File: src/design/fbfs_pkg.sv
// Shared types and constants of the free block fit selector.
`default_nettype none

package fbfs_pkg;

  // Fixed widths of the table index fields and the list length.
  localparam int IDX_W = 6;
  localparam int LEN_W = 7;

  typedef enum logic {
    ACT_WRITE = 1'b0,
    ACT_QUERY = 1'b1
  } action_t;

  typedef enum logic [1:0] {
    POL_FIRST = 2'd0,
    POL_BEST  = 2'd1,
    POL_WORST = 2'd2,
    POL_NEXT  = 2'd3
  } policy_t;

  typedef enum logic [1:0] {
    S_IDLE = 2'd0,
    S_SCAN = 2'd1,
    S_HOLD = 2'd2
  } scan_state_t;

endpackage

`default_nettype wire

File: src/design/fbfs_req_if.sv
// Input item channel: table writes and fit queries.
`default_nettype none

interface fbfs_req_if #(
  parameter int ADDR_BITS = 16
);
  logic                         valid;
  logic                         ready;
  logic                         action;
  logic [fbfs_pkg::IDX_W-1:0]   entry_index;
  logic [ADDR_BITS-1:0]         entry_start;
  logic [ADDR_BITS:0]           entry_size;
  logic                         entry_is_free;
  logic                         list_end;
  logic [ADDR_BITS:0]           request_size;

  modport source (
    output valid, action, entry_index, entry_start, entry_size, entry_is_free,
           list_end, request_size,
    input  ready
  );
  modport sink (
    input  valid, action, entry_index, entry_start, entry_size, entry_is_free,
           list_end, request_size,
    output ready
  );
endinterface

`default_nettype wire

File: src/design/fbfs_rsp_if.sv
// Result item channel: outcome of one fit query.
`default_nettype none

interface fbfs_rsp_if #(
  parameter int ADDR_BITS = 16
);
  logic                         valid;
  logic                         ready;
  logic                         found;
  logic [fbfs_pkg::IDX_W-1:0]   chosen_index;
  logic [ADDR_BITS-1:0]         chosen_start;
  logic [ADDR_BITS:0]           chosen_size;

  modport source (
    output valid, found, chosen_index, chosen_start, chosen_size,
    input  ready
  );
  modport sink (
    input  valid, found, chosen_index, chosen_start, chosen_size,
    output ready
  );
endinterface

`default_nettype wire

File: src/design/fbfs_cfg_if.sv
// Configuration write channel carrying the fit policy register.
`default_nettype none

interface fbfs_cfg_if;
  logic       valid;
  logic       ready;
  logic [1:0] data;

  modport source (
    output valid, data,
    input  ready
  );
  modport sink (
    input  valid, data,
    output ready
  );
endinterface

`default_nettype wire

File: src/design/fbfs_table_mem.sv
// Block table memory: one write port, one read port with registered data.
`default_nettype none

module fbfs_table_mem #(
  parameter int DEPTH = 64,
  parameter int WIDTH = 34
) (
  input  wire logic                     clk,
  input  wire logic                     we,
  input  wire logic [$clog2(DEPTH)-1:0] waddr,
  input  wire logic [WIDTH-1:0]         wdata,
  input  wire logic [$clog2(DEPTH)-1:0] raddr,
  output logic      [WIDTH-1:0]         rdata
);

  logic [WIDTH-1:0] mem [DEPTH];

  always_ff @(posedge clk) begin
    if (we) begin
      mem[waddr] <= wdata;
    end
    rdata <= mem[raddr];
  end

endmodule

`default_nettype wire

File: src/design/fbfs_scan.sv
// Scan engine: walks the table one entry per cycle and keeps the running pick.
`default_nettype none

module fbfs_scan #(
  parameter int MAX_BLOCKS = 64,
  parameter int ADDR_BITS  = 16
) (
  input  wire logic                          clk,
  input  wire logic                          rst,
  input  wire logic                          start,
  input  wire logic [ADDR_BITS:0]            start_req_size,
  input  wire fbfs_pkg::policy_t             policy,
  input  wire logic [fbfs_pkg::LEN_W-1:0]    list_length,
  output logic [$clog2(MAX_BLOCKS)-1:0]      rd_addr,
  input  wire logic [2*ADDR_BITS+1:0]        rd_data,
  output logic                               idle,
  output logic                               res_valid,
  input  wire logic                          res_ready,
  output logic                               res_found,
  output logic [fbfs_pkg::IDX_W-1:0]         res_index,
  output logic [ADDR_BITS-1:0]               res_start,
  output logic [ADDR_BITS:0]                 res_size
);

  localparam int IW = $clog2(MAX_BLOCKS);

  fbfs_pkg::scan_state_t state, state_next;

  logic [fbfs_pkg::LEN_W-1:0] issue_idx;
  logic [fbfs_pkg::LEN_W-1:0] rd_idx;
  logic                       rd_vld;
  logic                       hit;
  logic                       pass2;
  logic                       armed;
  logic [ADDR_BITS-1:0]       next_fit_start;
  logic [ADDR_BITS:0]         req_size;
  logic [fbfs_pkg::IDX_W-1:0] pick_idx;
  logic [ADDR_BITS-1:0]       pick_start;
  logic [ADDR_BITS:0]         pick_size;

  logic                       issue_go;
  logic                       pass_end;
  logic                       restart;
  logic                       deliver;
  logic                       ent_free;
  logic [ADDR_BITS:0]         ent_size;
  logic [ADDR_BITS-1:0]       ent_start;
  logic                       fits;
  logic                       past_mark;
  logic                       take;

  assign ent_free  = rd_data[2*ADDR_BITS+1];
  assign ent_size  = rd_data[2*ADDR_BITS:ADDR_BITS];
  assign ent_start = rd_data[ADDR_BITS-1:0];
  assign fits      = ent_free && (ent_size >= req_size);
  assign past_mark = ent_free && (ent_start >= next_fit_start);

  assign rd_addr = IW'(issue_idx);

  // Candidate selection for the entry whose data has just come back.
  always_comb begin
    take = 1'b0;
    if (rd_vld) begin
      unique case (policy)
        fbfs_pkg::POL_FIRST: take = fits && !hit;
        fbfs_pkg::POL_BEST:  take = fits && (!hit || ent_size < pick_size);
        fbfs_pkg::POL_WORST: take = fits && (!hit || ent_size > pick_size);
        fbfs_pkg::POL_NEXT:  take = fits && !hit && (armed || past_mark);
        default:             take = 1'b0;
      endcase
    end
  end

  always_comb begin
    state_next = state;
    issue_go   = (state == fbfs_pkg::S_SCAN) && (issue_idx < list_length);
    pass_end   = (state == fbfs_pkg::S_SCAN) && !issue_go && !rd_vld;
    restart    = pass_end && (policy == fbfs_pkg::POL_NEXT) && !hit && !pass2;
    deliver    = (state == fbfs_pkg::S_HOLD) && res_ready;
    idle       = (state == fbfs_pkg::S_IDLE);
    res_valid  = (state == fbfs_pkg::S_HOLD);
    unique case (state)
      fbfs_pkg::S_IDLE: begin
        if (start) begin
          state_next = fbfs_pkg::S_SCAN;
        end
      end
      fbfs_pkg::S_SCAN: begin
        if (pass_end && !restart) begin
          state_next = fbfs_pkg::S_HOLD;
        end
      end
      fbfs_pkg::S_HOLD: begin
        if (res_ready) begin
          state_next = fbfs_pkg::S_IDLE;
        end
      end
      default: state_next = fbfs_pkg::S_IDLE;
    endcase
  end

  always_ff @(posedge clk) begin
    if (rst) begin
      state <= fbfs_pkg::S_IDLE;
    end else begin
      state <= state_next;
    end
  end

  always_ff @(posedge clk) begin
    if (rst) begin
      issue_idx      <= '0;
      rd_vld         <= 1'b0;
      hit            <= 1'b0;
      pass2          <= 1'b0;
      armed          <= 1'b0;
      next_fit_start <= '0;
    end else begin
      rd_vld <= issue_go;
      if (start && idle) begin
        issue_idx <= '0;
        hit       <= 1'b0;
        pass2     <= 1'b0;
        armed     <= 1'b0;
      end else if (issue_go) begin
        issue_idx <= issue_idx + 1'b1;
      end else if (restart) begin
        // Second pass of next fit runs from the head with the mark already met.
        issue_idx <= '0;
        pass2     <= 1'b1;
        armed     <= 1'b1;
      end
      if (rd_vld) begin
        if (past_mark) begin
          armed <= 1'b1;
        end
        if (take) begin
          hit <= 1'b1;
        end
      end
      if (deliver && policy == fbfs_pkg::POL_NEXT) begin
        next_fit_start <= hit ? pick_start : '0;
      end
    end
  end

  always_ff @(posedge clk) begin
    if (start && idle) begin
      req_size <= start_req_size;
    end
    if (issue_go) begin
      rd_idx <= issue_idx;
    end
    if (take) begin
      pick_idx   <= fbfs_pkg::IDX_W'(rd_idx);
      pick_start <= ent_start;
      pick_size  <= ent_size;
    end
  end

  assign res_found = hit;
  assign res_index = hit ? pick_idx : '0;
  assign res_start = hit ? pick_start : '0;
  assign res_size  = hit ? pick_size : '0;

endmodule

`default_nettype wire

File: src/design/free_block_fit_selector.sv
// Top level of the free block fit selector.
//
// The block holds an address-ordered table of memory blocks (start, size,
// free mark) in a single synchronous memory. A write item loads one entry and,
// when it carries the end mark, sets the list length to its index plus one;
// writes at or beyond MAX_BLOCKS are dropped. A query item starts a scan that
// reads one table entry per cycle through the memory's single read port;
// under next fit, a second pass from the head follows when the first pass
// misses. Only one query is worked on at a time, but the next item is taken
// as soon as the scan has handed its result to the output register, even
// while that result is still waiting to be taken. Table entries hold no
// reset value, so no clearing pass is needed; an entry inside the list must
// be written before it is queried. The fit policy register may be written
// only while the block is idle.
`default_nettype none

module free_block_fit_selector #(
  parameter int MAX_BLOCKS = 64,
  parameter int ADDR_BITS  = 16
) (
  input wire logic   clk,
  input wire logic   rst,
  fbfs_req_if.sink   req,
  fbfs_rsp_if.source rsp,
  fbfs_cfg_if.sink   cfg
);

  localparam int IW = $clog2(MAX_BLOCKS);
  localparam int EW = 2 * ADDR_BITS + 2;

  fbfs_pkg::policy_t          fit_policy;
  logic [fbfs_pkg::LEN_W-1:0] list_length;

  logic                 accept;
  logic                 wr_en;
  logic [IW-1:0]        rd_addr;
  logic [EW-1:0]        rd_data;
  logic                 scan_idle;
  logic                 res_valid;
  logic                 res_ready;
  logic                 res_found;
  logic [fbfs_pkg::IDX_W-1:0] res_index;
  logic [ADDR_BITS-1:0] res_start;
  logic [ADDR_BITS:0]   res_size;

  // Items are taken whenever the scan engine is free.
  assign req.ready = scan_idle;
  assign accept    = req.valid && req.ready;

  // A write lands in the table only when its index lies inside the table.
  assign wr_en = accept && (fbfs_pkg::action_t'(req.action) == fbfs_pkg::ACT_WRITE)
                 && (32'(req.entry_index) < MAX_BLOCKS);

  // The policy register is always ready to be written.
  assign cfg.ready = 1'b1;

  always_ff @(posedge clk) begin
    if (rst) begin
      fit_policy  <= fbfs_pkg::POL_FIRST;
      list_length <= '0;
    end else begin
      if (cfg.valid) begin
        fit_policy <= fbfs_pkg::policy_t'(cfg.data);
      end
      if (wr_en && req.list_end) begin
        list_length <= fbfs_pkg::LEN_W'(req.entry_index) + 1'b1;
      end
    end
  end

  fbfs_table_mem #(
    .DEPTH (MAX_BLOCKS),
    .WIDTH (EW)
  ) u_table (
    .clk   (clk),
    .we    (wr_en),
    .waddr (IW'(req.entry_index)),
    .wdata ({req.entry_is_free, req.entry_size, req.entry_start}),
    .raddr (rd_addr),
    .rdata (rd_data)
  );

  fbfs_scan #(
    .MAX_BLOCKS (MAX_BLOCKS),
    .ADDR_BITS  (ADDR_BITS)
  ) u_scan (
    .clk            (clk),
    .rst            (rst),
    .start          (accept && (fbfs_pkg::action_t'(req.action) == fbfs_pkg::ACT_QUERY)),
    .start_req_size (req.request_size),
    .policy         (fit_policy),
    .list_length    (list_length),
    .rd_addr        (rd_addr),
    .rd_data        (rd_data),
    .idle           (scan_idle),
    .res_valid      (res_valid),
    .res_ready      (res_ready),
    .res_found      (res_found),
    .res_index      (res_index),
    .res_start      (res_start),
    .res_size       (res_size)
  );

  // Output register: it parts the scan from the consumer, so the scan can
  // hand over its result and go back to idle while the item waits here.
  assign res_ready = !rsp.valid || rsp.ready;

  always_ff @(posedge clk) begin
    if (rst) begin
      rsp.valid <= 1'b0;
    end else if (res_valid && res_ready) begin
      rsp.valid <= 1'b1;
    end else if (rsp.ready) begin
      rsp.valid <= 1'b0;
    end
  end

  always_ff @(posedge clk) begin
    if (res_valid && res_ready) begin
      rsp.found        <= res_found;
      rsp.chosen_index <= res_index;
      rsp.chosen_start <= res_start;
      rsp.chosen_size  <= res_size;
    end
  end

endmodule

`default_nettype wire
File: src/flat_wrapper.sv
// flat-port wrapper written by rule: the top's interface ports become plain ports
module free_block_fit_selector_flat 
#(
  parameter int MAX_BLOCKS = 64,
  parameter int ADDR_BITS  = 16
)
  (clk, rst, req_valid, req_action, req_entry_index, req_entry_start, req_entry_size, req_entry_is_free, req_list_end, req_request_size, req_ready, rsp_valid, rsp_found, rsp_chosen_index, rsp_chosen_start, rsp_chosen_size, rsp_ready, cfg_valid, cfg_data, cfg_ready);
  fbfs_req_if #(.ADDR_BITS(ADDR_BITS)) req_i ();
  fbfs_rsp_if #(.ADDR_BITS(ADDR_BITS)) rsp_i ();
  fbfs_cfg_if cfg_i ();
  input wire logic clk;
  input wire logic rst;
  input wire logic [$bits(req_i.valid)-1:0] req_valid;
  input wire logic [$bits(req_i.action)-1:0] req_action;
  input wire logic [$bits(req_i.entry_index)-1:0] req_entry_index;
  input wire logic [$bits(req_i.entry_start)-1:0] req_entry_start;
  input wire logic [$bits(req_i.entry_size)-1:0] req_entry_size;
  input wire logic [$bits(req_i.entry_is_free)-1:0] req_entry_is_free;
  input wire logic [$bits(req_i.list_end)-1:0] req_list_end;
  input wire logic [$bits(req_i.request_size)-1:0] req_request_size;
  output wire logic [$bits(req_i.ready)-1:0] req_ready;
  output wire logic [$bits(rsp_i.valid)-1:0] rsp_valid;
  output wire logic [$bits(rsp_i.found)-1:0] rsp_found;
  output wire logic [$bits(rsp_i.chosen_index)-1:0] rsp_chosen_index;
  output wire logic [$bits(rsp_i.chosen_start)-1:0] rsp_chosen_start;
  output wire logic [$bits(rsp_i.chosen_size)-1:0] rsp_chosen_size;
  input wire logic [$bits(rsp_i.ready)-1:0] rsp_ready;
  input wire logic [$bits(cfg_i.valid)-1:0] cfg_valid;
  input wire logic [$bits(cfg_i.data)-1:0] cfg_data;
  output wire logic [$bits(cfg_i.ready)-1:0] cfg_ready;
  assign req_i.valid = req_valid;
  assign req_i.action = req_action;
  assign req_i.entry_index = req_entry_index;
  assign req_i.entry_start = req_entry_start;
  assign req_i.entry_size = req_entry_size;
  assign req_i.entry_is_free = req_entry_is_free;
  assign req_i.list_end = req_list_end;
  assign req_i.request_size = req_request_size;
  assign req_ready = req_i.ready;
  assign rsp_valid = rsp_i.valid;
  assign rsp_found = rsp_i.found;
  assign rsp_chosen_index = rsp_i.chosen_index;
  assign rsp_chosen_start = rsp_i.chosen_start;
  assign rsp_chosen_size = rsp_i.chosen_size;
  assign rsp_i.ready = rsp_ready;
  assign cfg_i.valid = cfg_valid;
  assign cfg_i.data = cfg_data;
  assign cfg_ready = cfg_i.ready;
  free_block_fit_selector #(.MAX_BLOCKS(MAX_BLOCKS), .ADDR_BITS(ADDR_BITS)) u_core (.clk(clk), .rst(rst), .req(req_i), .rsp(rsp_i), .cfg(cfg_i));
endmodule
File: config.mk
export PLATFORM = sky130hd
export DESIGN_NAME = free_block_fit_selector_flat
export DESIGN_NICKNAME = d
export VERILOG_FILES = /design/src/design/fbfs_pkg.sv /design/src/design/fbfs_req_if.sv /design/src/design/fbfs_rsp_if.sv /design/src/design/fbfs_cfg_if.sv /design/src/design/fbfs_table_mem.sv /design/src/design/fbfs_scan.sv /design/src/design/free_block_fit_selector.sv /design/src/flat_wrapper.sv
export SDC_FILE = /design/constraint.sdc
export NUM_CORES = 2
export LEC_CHECK = 0
export BUFFER_PORTS_ARGS = -buffer_cell sky130_fd_sc_hd__buf_2
export CAP_MARGIN = 20
export CORE_MARGIN = 2
export CORE_UTILIZATION = 35
export CTS_CLUSTER_DIAMETER = 200
export DETAILED_ROUTE_END_ITERATION = 7
export PLACE_DENSITY_LB_ADDON = 0.25
export SLEW_MARGIN = 20
export SYNTH_ARGS = -nofsm -noshare
export SYNTH_HDL_FRONTEND = slang
export SYNTH_SLANG_ARGS = --single-unit
export TNS_END_PERCENT = 10
File: constraint.sdc
create_clock -name clk -period 5.1 [get_ports clk]
set_clock_uncertainty 0.2 [all_clocks]
set_input_delay 1.02 -clock clk [delete_from_list [all_inputs] [get_ports clk]]
set_output_delay 1.02 -clock clk [all_outputs]
set_load 0.03 [all_outputs]
==> impl_metrics.env <==
export IMPL_crit_family="multiplexers"
export IMPL_cellPowerDensity_mw_per_mm2=381
export IMPL_holdWs_ps=146
export IMPL_synth_seq_area_share=0.778
export IMPL_die_area_mm2=0.260
export IMPL_grt_pass1_wl_um=331000
export IMPL_yosysMostFrequentCell="edfxtp_1"
export IMPL_cp_required_ps=5590
export IMPL_leakagePower_nw=31.2
export IMPL_clock_path_buffers=3
export IMPL_first_pass_iters=5
export IMPL_start_util=0.352
export IMPL_synth_top_cells_by_count="2278 x edfxtp_1, 700 x mux4_2, 92 x nor2_1"
export IMPL_fin_util=0.408
export IMPL_start_kind="flop"
export IMPL_cts_buffers_inserted=231
export IMPL_syn_to_final_growth_pct=15.7
export IMPL_report_final_slew_viol_count=0
export IMPL_synth_warnings=0
export IMPL_worst_pin_slew_ps=1120
export IMPL_p_comb_frac=0.033
export IMPL_place_congestion=0.801
export IMPL_dr_first_iter_drc_count=4636
export IMPL_crit_type="reg -> reg"
export IMPL_crit_top_cell="mux4_2"
export IMPL_rows=185
export IMPL_tritoncts="built"
export IMPL_drt_wl_total_um=239000
export IMPL_synth_fp_nets=3893
export IMPL_die_w_um=510
export IMPL_grt_max_degree=101
export IMPL_clock_sinks=2351
export IMPL_slowest_stage="dfxtp_4"
export IMPL_cts_resized=0
export IMPL_synth_area_top_cells="edfxtp_1 76%, mux4_2 18%, dfxtp_1 1.6%"
export IMPL_nets=4243
export IMPL_clk_pin_slew_worst_paths_ps=70
export IMPL_grt_pass1_vias=41400
export IMPL_p_sw_w=0.00829
export IMPL_viasPerCell=5.35
export IMPL_num_io_pins=109
export IMPL_ir_drop_uv=361
export IMPL_cap_violations=0
export IMPL_syn_avg_cell_area_um2=23.8
export IMPL_synth_top_cell_area_share=0.762
export IMPL_grt_use_total=0.183
export IMPL_antenna_found_initial=25
export IMPL_routedWlPerCell_um=31.1
export IMPL_hold_buffers=0
export IMPL_dr_total_vias=41100
export IMPL_grt_overflow=0
export IMPL_synth_edf_count=2278
export IMPL_hold_viol=0
export IMPL_die_h_um=510
export IMPL_hold_path_class="in -> reg"
export IMPL_fin_ws_ps=1420
export IMPL_place_ws_ps=977
export IMPL_cts_root_buf="clkbuf_16"
export IMPL_fmax_ghz=0.271
export IMPL_p_int_w=0.0313
export IMPL_ant_nets=0
export IMPL_drt_drc_violations_left=0
export IMPL_max_stage_delay_ps=810
export IMPL_crit_arrival_ps=4170
export IMPL_pwr_share_seq=0.538
export IMPL_finalCritPeriodShare=0.722
export IMPL_htreeDepth=4
export IMPL_fin_setup_tns_ps=0
export IMPL_finalSetupViolations=0
export IMPL_setup_worst_path_end_class="flop"
export IMPL_cts_setup_buffers=0
export IMPL_swShare=0.210
export IMPL_path_cells="buf_12 -> buf_12 -> mux4_2 -> mux4_2 -> mux4_2"
export IMPL_port_buffer_count=107
export IMPL_crit_buf_inv=2
export IMPL_min_period_ps=3680
export IMPL_yosys_cell_types_count=52
export IMPL_synth_seq_cells=2351
export IMPL_insertion_delay_ps=870
export IMPL_syn_inst=3766
export IMPL_slew_headroom=0.252
export IMPL_dp_hpwl_um=146000
export IMPL_status="completed"
export IMPL_pwr_share_clk=0.429
export IMPL_worstPathMaxFanout=31
export IMPL_synthArstFlopShare=0
export IMPL_rsz0062_at_grt="no"
export IMPL_coreArea_mm2=0.255
export IMPL_yosys_area_top_type="edfxtp_1"
export IMPL_synthFlopType="edfxtp_1"
export IMPL_syn_area_mm2=0.0897
export IMPL_final_layout_size_suffix_gt1_frac=0.329
==> worst register-to-register path, cell delays in order (launching register included) <==
cell and delay [ps]:
dfxtp_4 810, buf_12 410, buf_12 320, mux4_2 550
mux4_2 570, mux4_2 670
==> per-stage QoR <==
stage / power [W] / area, µm² / std cells
final: 0.0396 / 104000 / 7691
after global placement: 0.0230 / 96300 / 7249
after CTS: 0.0399 / 104000 / 7686
after floorplan: 0.0223 / 89700 / 3766
after detailed placement: 0.0230 / 96300 / 7249
after global routing: 0.0407 / 104000 / 7687
==> routing by layer <==
| metal | global-route usage | vias up | wire [µm] |
|---|---|---|---|
| li1 | - | 16800 | - |
| met1 | 0.254 | 22600 | 100000 |
| met2 | 0.290 | 1482 | 114000 |
| met3 | 0.0441 | 282 | 19200 |
| met4 | 0.0469 | 4 | 5700 |
| met5 | 0 | - | 32 |
==> registers in the layout, summed over array words and instances (netlist names), 6 cells and up <==
signal                        count
u_core.u_scan.next_fit_start     16
u_core.u_scan.pick_start         16
u_core.rsp.chosen_size           17
u_core.list_length                7
u_core.u_scan.pick_size          17
u_core.rsp.chosen_start          16
u_core.u_table.mem             2176
u_core.u_scan.rd_idx              6
u_core.u_table.rdata             34
u_core.rsp.chosen_index           6
u_core.u_scan.pick_idx            6
u_core.u_scan.req_size           17
u_core.u_scan.issue_idx           7
==> power by group through the flow <==
| stage | sequential (W) | clock [W] | combinational, W |
|---|---|---|---|
| 2_1_floorplan | 0.0217 | 0 | 0.000611 |
| 3_3_place_gp | 0.0217 | 0 | 0.00132 |
| 3_5_place_dp | 0.0217 | 0 | 0.00134 |
| 4_1_cts | 0.0213 | 0.0173 | 0.00134 |
| 5_1_grt | 0.0213 | 0.0180 | 0.00140 |
| 6_report | 0.0213 | 0.0170 | 0.00131 |
==> path summary, 6_finish.rpt <==
path	start	endpoint	slack [ps]	cells past startpoint
hold reg to reg	u_core.u_scan.rd_idx[4]	u_core.u_scan.pick_idx[4]	220	0
hold / removal	req_request_size[5]	u_core.u_scan.req_size[5]	150	1
setup reg to reg	u_core.u_scan.issue_idx[0]	u_core.u_table.rdata[13]	1420	5
setup / recovery	u_core.u_scan.issue_idx[0]	u_core.u_table.rdata[13]	1420	5
==> layout make-up <==
type                    instances  area, µm²
well taps                    3366       4210
inverters                      64        240
fillers                     22200     151000
multi-input cells            1167      19300
repair buffers                301       2640
clock buffers                 287       6070
clock inverters               150       1480
flip-flops and latches       2351      69900
diodes                          5       12.5
==> cell usage in the layout (no fill, tap or decap), types with 6 or more instances in the layout <==
cell type / netlist / routed
clkinvlp_4: 0 / 9
o21ai_0: 13 / 13
clkinv_2: 0 / 48
nand2_1: 59 / 59
a21oi_1: 51 / 50
edfxtp_1: 2278 / 2278
nor2b_1: 18 / 17
mux2i_1: 16 / 16
dfxtp_1: 73 / 67
clkbuf_16: 0 / 232
clkinv_1: 1 / 52
a211oi_1: 20 / 20
nand2b_1: 6 / 6
buf_12: 0 / 51
ha_1: 61 / 61
nor2_1: 92 / 28
dfxtp_4: 0 / 6
mux4_2: 700 / 700
inv_1: 63 / 63
clkbuf_8: 0 / 6
a21o_1: 8 / 8
nor2_4: 0 / 64
bufinv_16: 0 / 21
nand3_1: 14 / 14
inv_16: 0 / 7
and2_1: 40 / 40
buf_4: 11 / 147
buf_2: 60 / 103
nand4_1: 7 / 7
clkbuf_1: 81 / 49
==> logic make-up after synthesis <==
family                   after synthesis  synth area share
buffers and inverters                248            0.0121
flip-flops                          2351             0.778
multiplexers                         721             0.178
adder cells (fa/ha/maj)               61           0.00850
AND/OR/NAND/NOR                      263            0.0141
XOR/XNOR                               5          0.000488
other                                  1         0.0000418
AO/OA/AOI/OAI                        116           0.00820
(Power assumes the default switching activity.)
